<file path="src/rtl/cslx_pkg.sv">
// Shared types, token codes and keyword table for the C subset lexer.
`timescale 1ns / 1ps

package cslx_pkg;

  localparam int NUM_KW      = 9;
  localparam int KW_MAX_LEN  = 6;
  localparam int QUEUE_DEPTH = 4;

  localparam logic [1:0] KIND_KEYWORD = 2'd0;
  localparam logic [1:0] KIND_IDENT   = 2'd1;
  localparam logic [1:0] KIND_NUMBER  = 2'd2;
  localparam logic [1:0] KIND_SYMBOL  = 2'd3;

  localparam logic [NUM_KW-1:0] ALL_CAND = '1;

  // one output token
  typedef struct packed {
    logic [1:0] kind;
    logic [3:0] kw_idx;
    logic [6:0] len;
    logic [7:0] sym;
    logic       ovf;
    logic       last;
  } tok_rec_t;

  // everything one input byte produced; second is used only when two is set
  typedef struct packed {
    logic     two;
    tok_rec_t first;
    tok_rec_t second;
  } tok_pair_t;

  localparam logic [7:0] KW_TEXT [NUM_KW][KW_MAX_LEN] = '{
    '{"i", "n", "t", 8'h00, 8'h00, 8'h00},
    '{"f", "l", "o", "a", "t", 8'h00},
    '{"c", "h", "a", "r", 8'h00, 8'h00},
    '{"r", "e", "t", "u", "r", "n"},
    '{"i", "f", 8'h00, 8'h00, 8'h00, 8'h00},
    '{"e", "l", "s", "e", 8'h00, 8'h00},
    '{"w", "h", "i", "l", "e", 8'h00},
    '{"f", "o", "r", 8'h00, 8'h00, 8'h00},
    '{"v", "o", "i", "d", 8'h00, 8'h00}
  };

  localparam logic [2:0] KW_LEN [NUM_KW] = '{
    3'd3, 3'd5, 3'd4, 3'd6, 3'd2, 3'd4, 3'd5, 3'd3, 3'd4
  };

  function automatic logic [7:0] kw_char(input logic [3:0] k, input logic [2:0] pos);
    logic [7:0] ch;
    ch = 8'h00;
    if (pos < 3'(KW_MAX_LEN)) begin
      ch = KW_TEXT[k][pos];
    end
    return ch;
  endfunction

endpackage

</file>
<file path="src/rtl/cslx_queue.sv">
// Short queue of per-byte token groups between the scanner and the output side.
`timescale 1ns / 1ps

module cslx_queue (
  input  logic                clk,
  input  logic                rst_n,
  input  logic                push,
  input  cslx_pkg::tok_pair_t push_data,
  output logic                full,
  input  logic                pop,
  output logic                pop_valid,
  output cslx_pkg::tok_pair_t pop_data
);

  localparam int PTR_W = $clog2(cslx_pkg::QUEUE_DEPTH);

  cslx_pkg::tok_pair_t mem_r [cslx_pkg::QUEUE_DEPTH];
  logic [PTR_W-1:0]    wr_ptr_r;
  logic [PTR_W-1:0]    rd_ptr_r;
  logic [PTR_W:0]      count_r;
  logic [PTR_W:0]      count_nxt;

  assign full      = (count_r == (PTR_W+1)'(cslx_pkg::QUEUE_DEPTH));
  assign pop_valid = (count_r != '0);
  assign pop_data  = mem_r[rd_ptr_r];

  always_comb begin
    count_nxt = count_r;
    if (push && !pop) begin
      count_nxt = count_r + 1'b1;
    end else if (pop && !push) begin
      count_nxt = count_r - 1'b1;
    end
  end

  always_ff @(posedge clk) begin
    if (!rst_n) begin
      wr_ptr_r <= '0;
      rd_ptr_r <= '0;
      count_r  <= '0;
    end else begin
      if (push) begin
        wr_ptr_r <= wr_ptr_r + 1'b1;
      end
      if (pop) begin
        rd_ptr_r <= rd_ptr_r + 1'b1;
      end
      count_r <= count_nxt;
    end
  end

  always_ff @(posedge clk) begin
    if (push) begin
      mem_r[wr_ptr_r] <= push_data;
    end
  end

endmodule

</file>
<file path="src/rtl/cslx_front.sv">
// Scanner: classifies each byte, tracks the current word or number, builds tokens.
`timescale 1ns / 1ps

module cslx_front #(
  parameter int MAX_TOKEN_LEN = 64
) (
  input  logic                clk,
  input  logic                rst_n,
  input  logic                take,
  input  logic [7:0]          char_byte,
  input  logic                end_of_text,
  output logic                push,
  output cslx_pkg::tok_pair_t push_data
);

  localparam int LEN_W = $clog2(MAX_TOKEN_LEN + 1);
  localparam int NKW   = cslx_pkg::NUM_KW;

  typedef enum logic [4:0] {
    M_IDLE    = 5'b00001,
    M_WORD    = 5'b00010,
    M_NUM     = 5'b00100,
    M_SLASH   = 5'b01000,
    M_COMMENT = 5'b10000
  } mode_t;

  typedef struct packed {
    logic               vld;
    cslx_pkg::tok_rec_t rec;
  } slot_t;

  mode_t            mode_r, mode_nxt;
  logic [LEN_W-1:0] run_r, run_nxt;
  logic [NKW-1:0]   cand_r, cand_nxt;
  logic             ovf_r, ovf_nxt;

  slot_t f0, sy, f1;
  logic  is_let, is_dig, is_sym;
  logic  two;

  function automatic logic [NKW-1:0] keep_mask(input logic [LEN_W-1:0] pos,
                                               input logic [7:0] c);
    logic [NKW-1:0] m;
    for (int k = 0; k < NKW; k++) begin
      m[k] = (pos < LEN_W'(cslx_pkg::KW_LEN[k])) &&
             (cslx_pkg::kw_char(4'(k), pos[2:0]) == c);
    end
    return m;
  endfunction

  function automatic logic [6:0] len7(input logic [LEN_W-1:0] run);
    logic [LEN_W+6:0] w;
    w = {7'b0, run};
    return w[6:0];
  endfunction

  // token for whatever is pending in the given state
  function automatic slot_t flush(input mode_t m, input logic [LEN_W-1:0] run,
                                  input logic [NKW-1:0] cand, input logic ovf);
    slot_t s;
    s = '0;
    if (m == M_WORD) begin
      s.vld      = 1'b1;
      s.rec.kind = cslx_pkg::KIND_IDENT;
      s.rec.len  = len7(run);
      s.rec.ovf  = ovf;
      if (!ovf) begin
        for (int k = 0; k < NKW; k++) begin
          if (cand[k] && (run == LEN_W'(cslx_pkg::KW_LEN[k]))) begin
            s.rec.kind   = cslx_pkg::KIND_KEYWORD;
            s.rec.kw_idx = 4'(k);
          end
        end
      end
    end else if (m == M_NUM) begin
      s.vld      = 1'b1;
      s.rec.kind = cslx_pkg::KIND_NUMBER;
      s.rec.len  = len7(run);
      s.rec.ovf  = ovf;
    end else if (m == M_SLASH) begin
      s.vld      = 1'b1;
      s.rec.kind = cslx_pkg::KIND_SYMBOL;
      s.rec.len  = 7'd1;
      s.rec.sym  = "/";
    end
    return s;
  endfunction

  assign is_let = ((char_byte >= "a") && (char_byte <= "z")) ||
                  ((char_byte >= "A") && (char_byte <= "Z")) || (char_byte == "_");
  assign is_dig = (char_byte >= "0") && (char_byte <= "9");
  assign is_sym = (char_byte == "+") || (char_byte == "-") || (char_byte == "*") ||
                  (char_byte == "(") || (char_byte == ")") || (char_byte == "{") ||
                  (char_byte == "}");

  always_comb begin
    logic do_idle;
    logic do_ext;
    do_idle  = 1'b0;
    do_ext   = 1'b0;
    mode_nxt = mode_r;
    run_nxt  = run_r;
    cand_nxt = cand_r;
    ovf_nxt  = ovf_r;
    f0 = '0;
    sy = '0;
    f1 = '0;

    unique case (mode_r)
      M_WORD: begin
        if (is_let || is_dig) begin
          do_ext = 1'b1;
        end else begin
          f0      = flush(mode_r, run_r, cand_r, ovf_r);
          do_idle = 1'b1;
        end
      end
      M_NUM: begin
        if (is_dig) begin
          do_ext = 1'b1;
        end else begin
          f0      = flush(mode_r, run_r, cand_r, ovf_r);
          do_idle = 1'b1;
        end
      end
      M_SLASH: begin
        if (char_byte == "/") begin
          mode_nxt = M_COMMENT;
        end else begin
          f0      = flush(mode_r, run_r, cand_r, ovf_r);
          do_idle = 1'b1;
        end
      end
      M_COMMENT: begin
        if (char_byte == 8'h0A) begin
          mode_nxt = M_IDLE;
        end
      end
      M_IDLE:  do_idle = 1'b1;
      default: do_idle = 1'b1;
    endcase

    if (do_ext) begin
      cand_nxt = cand_r & keep_mask(run_r, char_byte);
      if (run_r >= LEN_W'(MAX_TOKEN_LEN)) begin
        ovf_nxt = 1'b1;
      end else begin
        run_nxt = run_r + 1'b1;
      end
    end

    if (do_idle) begin
      mode_nxt = M_IDLE;
      run_nxt  = '0;
      cand_nxt = cslx_pkg::ALL_CAND;
      ovf_nxt  = 1'b0;
      if (is_let || is_dig) begin
        mode_nxt = is_let ? M_WORD : M_NUM;
        run_nxt  = LEN_W'(1);
        cand_nxt = keep_mask('0, char_byte);
      end else if (char_byte == "/") begin
        mode_nxt = M_SLASH;
      end else if (is_sym) begin
        sy.vld      = 1'b1;
        sy.rec.kind = cslx_pkg::KIND_SYMBOL;
        sy.rec.len  = 7'd1;
        sy.rec.sym  = char_byte;
      end
    end

    // end of text: drop an open comment, flush anything else
    if (end_of_text) begin
      f1       = flush(mode_nxt, run_nxt, cand_nxt, ovf_nxt);
      mode_nxt = M_IDLE;
      run_nxt  = '0;
      cand_nxt = cslx_pkg::ALL_CAND;
      ovf_nxt  = 1'b0;
    end
  end

  // at most two of the three slots are ever valid
  always_comb begin
    two  = (f0.vld && sy.vld) || (f0.vld && f1.vld) || (sy.vld && f1.vld);
    push = take && (f0.vld || sy.vld || f1.vld);
    push_data.two    = two;
    push_data.first  = f0.vld ? f0.rec : (sy.vld ? sy.rec : f1.rec);
    push_data.second = (f0.vld && sy.vld) ? sy.rec : f1.rec;
    push_data.first.last  = !two;
    push_data.second.last = 1'b1;
  end

  always_ff @(posedge clk) begin
    if (!rst_n) begin
      mode_r <= M_IDLE;
      run_r  <= '0;
      cand_r <= cslx_pkg::ALL_CAND;
      ovf_r  <= 1'b0;
    end else if (take) begin
      mode_r <= mode_nxt;
      run_r  <= run_nxt;
      cand_r <= cand_nxt;
      ovf_r  <= ovf_nxt;
    end
  end

endmodule

</file>
<file path="src/rtl/cslx_back.sv">
// Output side: unpacks token groups into single beats behind an output register.
`timescale 1ns / 1ps

module cslx_back (
  input  logic                clk,
  input  logic                rst_n,
  input  logic                q_valid,
  input  cslx_pkg::tok_pair_t q_data,
  output logic                q_pop,
  output logic                out_valid,
  output cslx_pkg::tok_rec_t  out_rec,
  input  logic                out_ready
);

  logic               out_vld_r;
  cslx_pkg::tok_rec_t out_rec_r;
  logic               sec_vld_r;
  cslx_pkg::tok_rec_t sec_rec_r;
  logic               load;

  assign load      = !out_vld_r || out_ready;
  assign q_pop     = load && !sec_vld_r && q_valid;
  assign out_valid = out_vld_r;
  assign out_rec   = out_rec_r;

  always_ff @(posedge clk) begin
    if (!rst_n) begin
      out_vld_r <= 1'b0;
      sec_vld_r <= 1'b0;
    end else if (load) begin
      if (sec_vld_r) begin
        out_vld_r <= 1'b1;
        sec_vld_r <= 1'b0;
      end else begin
        out_vld_r <= q_valid;
        sec_vld_r <= q_valid && q_data.two;
      end
    end
  end

  always_ff @(posedge clk) begin
    if (load) begin
      if (sec_vld_r) begin
        out_rec_r <= sec_rec_r;
      end else begin
        out_rec_r <= q_data.first;
        sec_rec_r <= q_data.second;
      end
    end
  end

endmodule

</file>
<file path="src/rtl/c_subset_lexer.sv">
// Top level of the C subset lexer: scanner, token queue and output stage.
`timescale 1ns / 1ps

// Takes one source byte per beat and returns token beats (keyword, identifier,
// number, symbol). A byte is accepted every clock while the four-entry token
// queue has room; the scanner state updates in the same cycle, so bytes can
// stream at one per clock. Results leave through a registered output stage at
// one per clock while out_tready is high, so a byte that yields two tokens (a
// pending token flushed plus a symbol or end-of-text flush) occupies the output
// for both its token beats and the queue soaks up such bursts. An accepted
// byte's first token is written into the queue and then into the output register.
// The final token of each byte's results carries tlast; in_tlast marks the last byte of the text.
module c_subset_lexer #(
  parameter int MAX_TOKEN_LEN = 64
) (
  input  logic        clk,
  input  logic        rst_n,
  input  logic        in_tvalid,
  output logic        in_tready,
  input  logic [7:0]  in_tdata,   // [7:0] char_byte
  input  logic        in_tlast,   // end_of_text
  output logic        out_tvalid,
  input  logic        out_tready,
  output logic [23:0] out_tdata,  // [3:0] keyword_index, [10:4] token_length,
                                  // [18:11] symbol_char, [19] length_overflow
  output logic [1:0]  out_tuser,  // [1:0] token_kind
  output logic        out_tlast   // last_of_run
);

  logic                take;
  logic                push;
  cslx_pkg::tok_pair_t push_data;
  logic                q_full;
  logic                q_pop;
  logic                q_valid;
  cslx_pkg::tok_pair_t q_data;
  cslx_pkg::tok_rec_t  rec;

  assign in_tready = !q_full;
  assign take      = in_tvalid && in_tready;

  cslx_front #(
    .MAX_TOKEN_LEN(MAX_TOKEN_LEN)
  ) u_front (
    .clk        (clk),
    .rst_n      (rst_n),
    .take       (take),
    .char_byte  (in_tdata),
    .end_of_text(in_tlast),
    .push       (push),
    .push_data  (push_data)
  );

  cslx_queue u_queue (
    .clk      (clk),
    .rst_n    (rst_n),
    .push     (push),
    .push_data(push_data),
    .full     (q_full),
    .pop      (q_pop),
    .pop_valid(q_valid),
    .pop_data (q_data)
  );

  cslx_back u_back (
    .clk      (clk),
    .rst_n    (rst_n),
    .q_valid  (q_valid),
    .q_data   (q_data),
    .q_pop    (q_pop),
    .out_valid(out_tvalid),
    .out_rec  (rec),
    .out_ready(out_tready)
  );

  assign out_tdata = {4'b0, rec.ovf, rec.sym, rec.len, rec.kw_idx};
  assign out_tuser = rec.kind;
  assign out_tlast = rec.last;

endmodule

</file>
<file path="config.mk">
export PLATFORM = sky130hd
export DESIGN_NAME = c_subset_lexer
export DESIGN_NICKNAME = d
export VERILOG_FILES = /design/src/rtl/cslx_pkg.sv /design/src/rtl/cslx_queue.sv /design/src/rtl/cslx_front.sv /design/src/rtl/cslx_back.sv /design/src/rtl/c_subset_lexer.sv
export SDC_FILE = /design/constraint.sdc
export NUM_CORES = 1
export LEC_CHECK = 0
export BUFFER_PORTS_ARGS = -buffer_cell sky130_fd_sc_hd__buf_2
export CORE_MARGIN = 2
export CORE_UTILIZATION = 55
export DETAILED_ROUTE_END_ITERATION = 16
export PLACE_DENSITY = 0.72
export SLEW_MARGIN = 20
export SYNTH_ARGS = -nofsm -noshare
export SYNTH_HDL_FRONTEND = slang
export SYNTH_SLANG_ARGS = --single-unit
</file>
<file path="constraint.sdc">
create_clock -name clk -period 5.2 [get_ports clk]
set_input_delay 0.26 -clock clk [delete_from_list [all_inputs] [get_ports clk]]
set_output_delay 0.26 -clock clk [all_outputs]
set_load 0.01 [all_outputs]
</file>
After elaboration in Yosys (flattened, before gate mapping)
Memory sizes are Yosys's and may differ from the RTL's. A register that Yosys moved wholly into a read port is not among the register bits.
Index checks and enable logic that the tools add are counted.
{"block": "word_totals", "register_bits": 77, "ram_bits": 184, "mem_bits_ro": 576, "inputBits": 13, "word_cells": 294, "n_memories": 10}
{"memory": "u_queue.mem_r", "depth": 4, "width": 46, "read_ports": 1, "rd_clocked_by_memory_dff": 1, "write_ports": 1, "line_no": "cslx_queue.sv:17", "rtl": "cslx_pkg::tok_pair_t mem_r [cslx_pkg::QUEUE_DEPTH];"}
{"memory": "(name not given)", "depth": 8, "width": 8, "read_ports": 1, "rd_clocked_by_memory_dff": 0, "write_ports": 0, "line_no": "cslx_pkg.sv:54", "rtl": "ch = KW_TEXT[k][pos];"}
{"memory": "(name not given)", "depth": 8, "width": 8, "read_ports": 1, "rd_clocked_by_memory_dff": 0, "write_ports": 0, "line_no": "cslx_pkg.sv:54"}
{"memory": "(name not given)", "depth": 8, "width": 8, "read_ports": 1, "rd_clocked_by_memory_dff": 0, "write_ports": 0, "line_no": "cslx_pkg.sv:54"}
{"memory": "(name not given)", "depth": 8, "width": 8, "read_ports": 1, "rd_clocked_by_memory_dff": 0, "write_ports": 0, "line_no": "cslx_pkg.sv:54"}
{"memory": "(name not given)", "depth": 8, "width": 8, "read_ports": 1, "rd_clocked_by_memory_dff": 0, "write_ports": 0, "line_no": "cslx_pkg.sv:54"}
{"memory": "+4 memories"}
{"block": "op_classes", "addsub": 5, "order_cmp": 14, "n_eq_ne": 44, "mux": 134, "bitwise_logic": 3, "reduce_logical": 63}
{"op": "8-bit 2-to-1 mux", "count": 52}
{"op": "8-bit equality test", "count": 16}
{"op": "5-bit 2-to-1 mux", "count": 23}
{"op": "24-bit 2-to-1 mux", "count": 4}
{"op": "23-bit 2-to-1 mux", "count": 4}
{"op": "24-bit case mux with 3 select lines", "count": 1}
{"op": "9-bit 2-to-1 mux", "count": 6}
{"op": "8-bit by 6-bit equality test with 1-bit output, second input constant", "count": 6}
{"op": "15-bit 2-to-1 mux", "count": 3}
{"op": "7-bit by 3-bit equality test with 1-bit output, second input constant", "count": 6}
{"op": "7-bit 2-to-1 mux", "count": 6}
{"op": "1-bit logical AND", "count": 40}
{"op": "3-bit 2-to-1 mux", "count": 10}
{"op": "7-bit by 2-bit equality test with 1-bit output, second input constant", "count": 4}
{"op": "8-bit by 7-bit equality test with 1-bit output, second input constant", "count": 3}
{"op": "7-bit by 3-bit less-than comparator with 1-bit output, second input constant", "count": 3}
{"op": "8-bit by 7-bit greater-or-equal comparator with 1-bit output, second input constant", "count": 2}
{"op": "8-bit by 7-bit less-or-equal comparator with 1-bit output, second input constant", "count": 2}
{"op": "1-bit 2-to-1 mux", "count": 16}
{"op": "1-bit logical OR", "count": 14}
{"op": "7-bit by 2-bit less-than comparator with 1-bit output, second input constant", "count": 2}
{"op": "6-bit 2-to-1 mux", "count": 2}
{"op": "5-bit by 2-bit equality test with 1-bit output, second input constant", "count": 2}
{"op": "5-bit by 3-bit equality test with 1-bit output, second input constant", "count": 2}
{"op": "other kinds (25)", "count": 34}

Depth between registers and ports, before layout
{"block": "logic_depth", "word_depth": 32, "ltp_mapped": 16, "depth_no_buf": 13}

Modules after synthesis
A second synthesis with hierarchy kept.
{"block": "unflattened", "hier_cells": 893, "area_unflattened_um2": 12509.5}
{"mod": "cslx_queue", "instances": 1, "cells_per_inst": 288, "area_per_inst_um2": 7253.2, "seq_area_each_um2": 5825.6}
{"mod": "cslx_front", "instances": 1, "cells_per_inst": 516, "area_per_inst_um2": 3385.7, "seq_area_each_um2": 440.4}
{"mod": "cslx_back", "instances": 1, "cells_per_inst": 82, "area_per_inst_um2": 1826.8, "seq_area_each_um2": 1421.4}
{"mod": "c_subset_lexer", "instances": 1, "cells_per_inst": 7, "area_per_inst_um2": 43.8, "seq_area_each_um2": 0.0}

Worst setup path before layout
OpenSTA, ideal clock, no wires.
{"block": "synth_path", "path_kind": "reg2reg", "from": "register u_front.mode_r[2]", "to": "memory u_queue.mem_r[0][0] in the netlist's numbering (enable)", "t_arrival_ns": 3.554, "required_time_ns": 4.792, "slack_ns": 1.238, "stages_incl_launch_ff": 10, "n_path_buf": 1, "synth_period_minus_slack_ns": 3.962, "cell_sequence": "dfxtp_1 buf_2 or4b_1 o31a_1 a2111oi_4 and3_1 a21o_1 o31ai_4 a31oi_4 and2_1"}
{"block": "synth_between", "elab_chain_len": 12, "word_cells_on_any_way": 23, "cone_classes": "7 x eq/ne; 13 x mux; 3 x reduce/logical"}
{"element": "from (decl)", "line_no": "cslx_front.sv:32", "rtl": "mode_t mode_r, mode_nxt;"}
{"element": "from (signal assigned)", "line_no": "cslx_front.sv:199", "rtl": "mode_r <= mode_nxt;"}
{"element": "5-bit equality test, or another cell as far along", "line_no": "cslx_front.sv:109", "rtl": "unique case (mode_r)"}
{"element": "1-bit case mux with 4 select lines or 5-bit case mux with 2 select lines (tied branches)", "line_no": "cslx_front.sv:109"}
{"element": "5-bit 2-to-1 mux", "line_no": "cslx_front.sv:152", "rtl": "if (do_idle) begin"}
{"element": "5-bit by 4-bit equality test with 1-bit output", "line_no": "cslx_front.sv:80", "rtl": "end else if (m == M_SLASH) begin"}
{"element": "3-bit 2-to-1 mux", "line_no": "cslx_front.sv:80"}
{"element": "3-bit 2-to-1 mux", "line_no": "cslx_front.sv:75", "rtl": "end else if (m == M_NUM) begin"}
{"element": "3-bit 2-to-1 mux", "line_no": "cslx_front.sv:62", "rtl": "if (m == M_WORD) begin"}
{"element": "24-bit 2-to-1 mux", "line_no": "cslx_front.sv:172", "rtl": "if (end_of_text) begin"}
{"element": "1-bit logical OR (*)", "line_no": "cslx_front.sv:184", "rtl": "push = take && (f0.vld || sy.vld || f1.vld);"}
{"element": "1-bit logical AND (*)", "line_no": "cslx_front.sv:184"}
{"element": "via push", "line_no": "c_subset_lexer.sv:31", "rtl": "logic push;"}
{"element": "1-bit 2-to-1 mux (*)", "line_no": "cslx_queue.sv:53", "rtl": "if (push) begin"}
{"element": "1-bit 2-to-1 mux (implied by the code) (*)", "line_no": "cslx_queue.sv:54", "rtl": "mem_r[wr_ptr_r] <= push_data;"}
{"element": "to (decl)", "line_no": "cslx_queue.sv:17"}
Mark *: on every way through the listed nets, which the timed path passes. The rest lies on a longest branch.

Final worst setup path
{"block": "layout_path", "from": "register u_front.mode_r[0]", "to": "register u_queue.count_r[2]"}
{"block": "layout_between", "elab_chain_len": 13, "word_cells_on_any_way": 26, "cone_classes": "7 x eq/ne; 12 x mux; 7 x reduce/logical"}
{"element": "5-bit equality test, or another cell as far along", "line_no": "cslx_front.sv:109"}
{"element": "1-bit case mux with 4 select lines or 5-bit case mux with 2 select lines (tied branches)", "line_no": "cslx_front.sv:109"}
{"element": "5-bit 2-to-1 mux", "line_no": "cslx_front.sv:152"}
{"element": "5-bit by 4-bit equality test with 1-bit output", "line_no": "cslx_front.sv:80"}
{"element": "3-bit 2-to-1 mux", "line_no": "cslx_front.sv:80"}
{"element": "3-bit 2-to-1 mux", "line_no": "cslx_front.sv:75"}
{"element": "3-bit 2-to-1 mux", "line_no": "cslx_front.sv:62"}
{"element": "24-bit 2-to-1 mux", "line_no": "cslx_front.sv:172"}
{"element": "1-bit logical OR (*)", "line_no": "cslx_front.sv:184"}
{"element": "1-bit logical AND (*)", "line_no": "cslx_front.sv:184"}
{"element": "via push", "line_no": "c_subset_lexer.sv:31"}
{"element": "1-bit logical NOT", "line_no": "cslx_queue.sv:31", "rtl": "end else if (pop && !push) begin"}
{"element": "1-bit logical AND", "line_no": "cslx_queue.sv:31"}
{"element": "2-bit nonzero test (no source line)"}
{"element": "to (signal assigned)", "line_no": "cslx_queue.sv:48", "rtl": "count_r <= count_nxt;"}
{"element": "to (decl)", "line_no": "cslx_queue.sv:20", "rtl": "logic [PTR_W:0] count_r;"}
Marked as above.
A chain may end at the register's enable or synchronous reset.

==> out/metrics.cfg <==
[logic_synthesis]
synth_area_leaders=edfxtp_1, mux4_2, dfxtp_1
synth_top_area_share_pct=55.24
seq_area_frac_synth_pct=60.55
synth_top_area_cell=edfxtp_1
avgSynthCellArea_um2=13.46
synth_flop_cell=edfxtp_1
synthTopCellsByCount=edfxtp_1, nand2_1, nor2_1
yosysMostFrequentCell=edfxtp_1
synth_edf_count=229
synthDistinctLibCells=82
ys_seq_elements=262
ys.warnings.count=0
synthCells=925
ys_async_sr_fraction_pct=0
syn_area_mm2=0.01245

[detailed_routing]
viasPerCell=6.297
ant_nets=0
drc=0
drt-total-wl_um=27730
vias=7928
firstDrtPassIters=5
drt_iter0_drc=677
post_drt_wl_per_cell_um=22.02

[global_routing]
grt_pass1_wl_um=43820
grt_pass1_vias=7585
grt-ovfl-total=0
groute.usage.overall_pct=23.56
antenna_found_initial=0
grt_start_max_net_pins=47

[setup_path]
slowest_stage=nor3_1
crit_cells=14
critical_path_buf_inv_count=3
crit_type=flip-flop to flip-flop
critPathCaptureType=flip-flop
r2r_setup_slack_ns=0.88
crit_family=simple AND/OR/NAND/NOR gates
crit_arrival_ns=4.77
cp-start-kind=flip-flop
cp_cell_sequence=nor3_1 > o211a_1 > o21ai_1 > nand2_2 > buf_4 > and4_1 > inv_1 > a31oi_4 > ha_1 > inv_1 > fa_1 > xor2_1 > or3_1 > a21boi_0
reg2reg_depth=14
max_stage_delay_ns=0.56
crit_top_cell=inv_1
cp_max_fo=15
cp.required_ns=5.65

[cells_and_area]
finish.utilization_pct=61.32
nFillCells=1695
layout.nets=981
syn2layout_area_growth_pct=10.51
drive_above_1_share_pct=18.69
num_antenna_cells=0

[timing]
timing.final.crit_share_pct=83.06
slew_headroom_pct=34.11
drv_slew=0
rsz0062_at_grt=no
hold_violations=0
fin_skew_ns=0.01484
setup_viol=0
tightest_slew_ns=0.9873
period_minus_slack_ns=4.319
fmax_mhz=231.5
tns_ns=0

[run_status]
status=completed

[floorplan]
start_util_pct=55.49
design.core.area_mm2=0.02243
fp-row-count=55
die_y_um=154.4
io_pins=42
die_area_mm2=0.02385
die_w_um=154.4

[cts]
cts_hold_buf=0
postCtsSetupBuffers=0
cts_resized=0
clk_latency_ns=0.53
cts_htree_levels=1
numCtsBuffers=26
cts_tree=yes
cts-root-buf=clkbuf_16
clk_pin_slew_worst_paths_ns=0.06
clkSinkCount=262
clockBufferDepth=3

[placed_design]
io_buffers=37
place_hpwl_um=18380
place_congestion=0.9873

[worst_hold_path]
hold_path.class=input port to flip-flop
min_path_cells=4

[pwr]
peakVddDrop_uv=237.6
powerDensity_mw_per_mm2=391.1
leakage_nw=4.538

[run]
drv_cap=0

[power by group]
| group | total [mW] | internal [mW] | switching [mW] |
|---|---|---|---|
| logic | 0.904 | 0.456 | 0.449 |
| registers | 2.71 | 2.57 | 0.142 |
| clock network | 1.76 | 1.03 | 0.732 |
| total | 5.38 | 4.06 | 1.32 |
[stage by stage]
stage                     instance area [um2]  hold slack (ns)  std cells  setup WS [ns]  total power [mW]
after floorplan                         12490           0.4352        936          1.238             3.385
after global placement                  12950           0.4980       1212         0.9019             3.655
after detailed placement                12950           0.5102       1212         0.7800             3.670
after CTS                               13760           0.1110       1259         0.9733             5.438
after global routing                    13760           0.1960       1259         0.5931             5.618
final                                   13760           0.1248       1259         0.8811             5.381
[registers in the layout, indices dropped and copies added (netlist names), 2 cells and up, named ones only]
register	flops
u_front.mode_r	5
u_queue.mem_r	184
u_back.sec_rec_r	22
u_queue.count_r	3
u_front.run_r	7
u_front.cand_r	9
u_queue.rd_ptr_r	2
u_queue.wr_ptr_r	2
u_back.out_rec	23
[path summary, 6_finish.rpt]
path | end | startpoint
hold / removal | u_back.out_valid$_SDFFE_PN0N_ | out_tready
setup reg to reg | u_queue.count_r[2]$_SDFFE_PN0P_ | u_front.mode_r[0]$_SDFFE_PN1P_
setup / recovery | u_queue.count_r[2]$_SDFFE_PN0P_ | u_front.mode_r[0]$_SDFFE_PN1P_
hold reg to reg | u_queue.count_r[2]$_SDFFE_PN0P_ | u_queue.count_r[2]$_SDFFE_PN0P_
[logic make-up after synthesis]
| family | after synthesis | synth area share [%] |
|---|---|---|
| AND/OR/NAND/NOR | 274 | 11.86 |
| flip-flops | 262 | 60.55 |
| AO/OA/AOI/OAI | 197 | 11.22 |
| buffers and inverters | 83 | 2.734 |
| multiplexers | 71 | 10.55 |
| XOR/XNOR | 24 | 1.689 |
| adder cells (fa/ha/maj) | 13 | 1.367 |
| other | 1 | 0.03012 |
[cells in the final DEF, fill, tap and decap left out, types with 16 or more instances in the layout]
cell / synthesis / routed
nor2_1: 54 / 53
o21ai_0: 35 / 35
nor2b_1: 26 / 26
buf_4: 5 / 16
mux2_2: 22 / 22
clkbuf_16: 0 / 27
buf_2: 8 / 37
dfxtp_1: 33 / 31
mux4_2: 46 / 46
inv_1: 17 / 17
a21oi_1: 35 / 35
nor3_1: 19 / 19
edfxtp_1: 229 / 229
nand2_1: 56 / 56
nand3_1: 19 / 19
[tightest hold or removal path: cells and delay by family]
kind	cells	cell delay, ns
compound gates	1	0.09
buf+inv	1	0.08
simple gates	2	0.16
[cell type report]
cell class	count	area [um2]	share of cell area (%)
well taps	285	356.6	2.592
clock buffers	41	748.2	5.439
inverters	18	67.56	0.4911
flip-flops and latches	262	7542	54.83
multi-input cells	591	4619	33.58
clock inverters	6	57.56	0.4184
repair buffers	56	365.4	2.656
[per-layer routing]
layer	vias up	share of wire (%)	track usage (%)
met5	-	0	0
met4	0	3.1	7.451
met3	59	6.0	3.110
met2	305	46	36.88
met1	3925	45	34.82
li1	3639	-	-
Power figures use the tool's default switching activity.
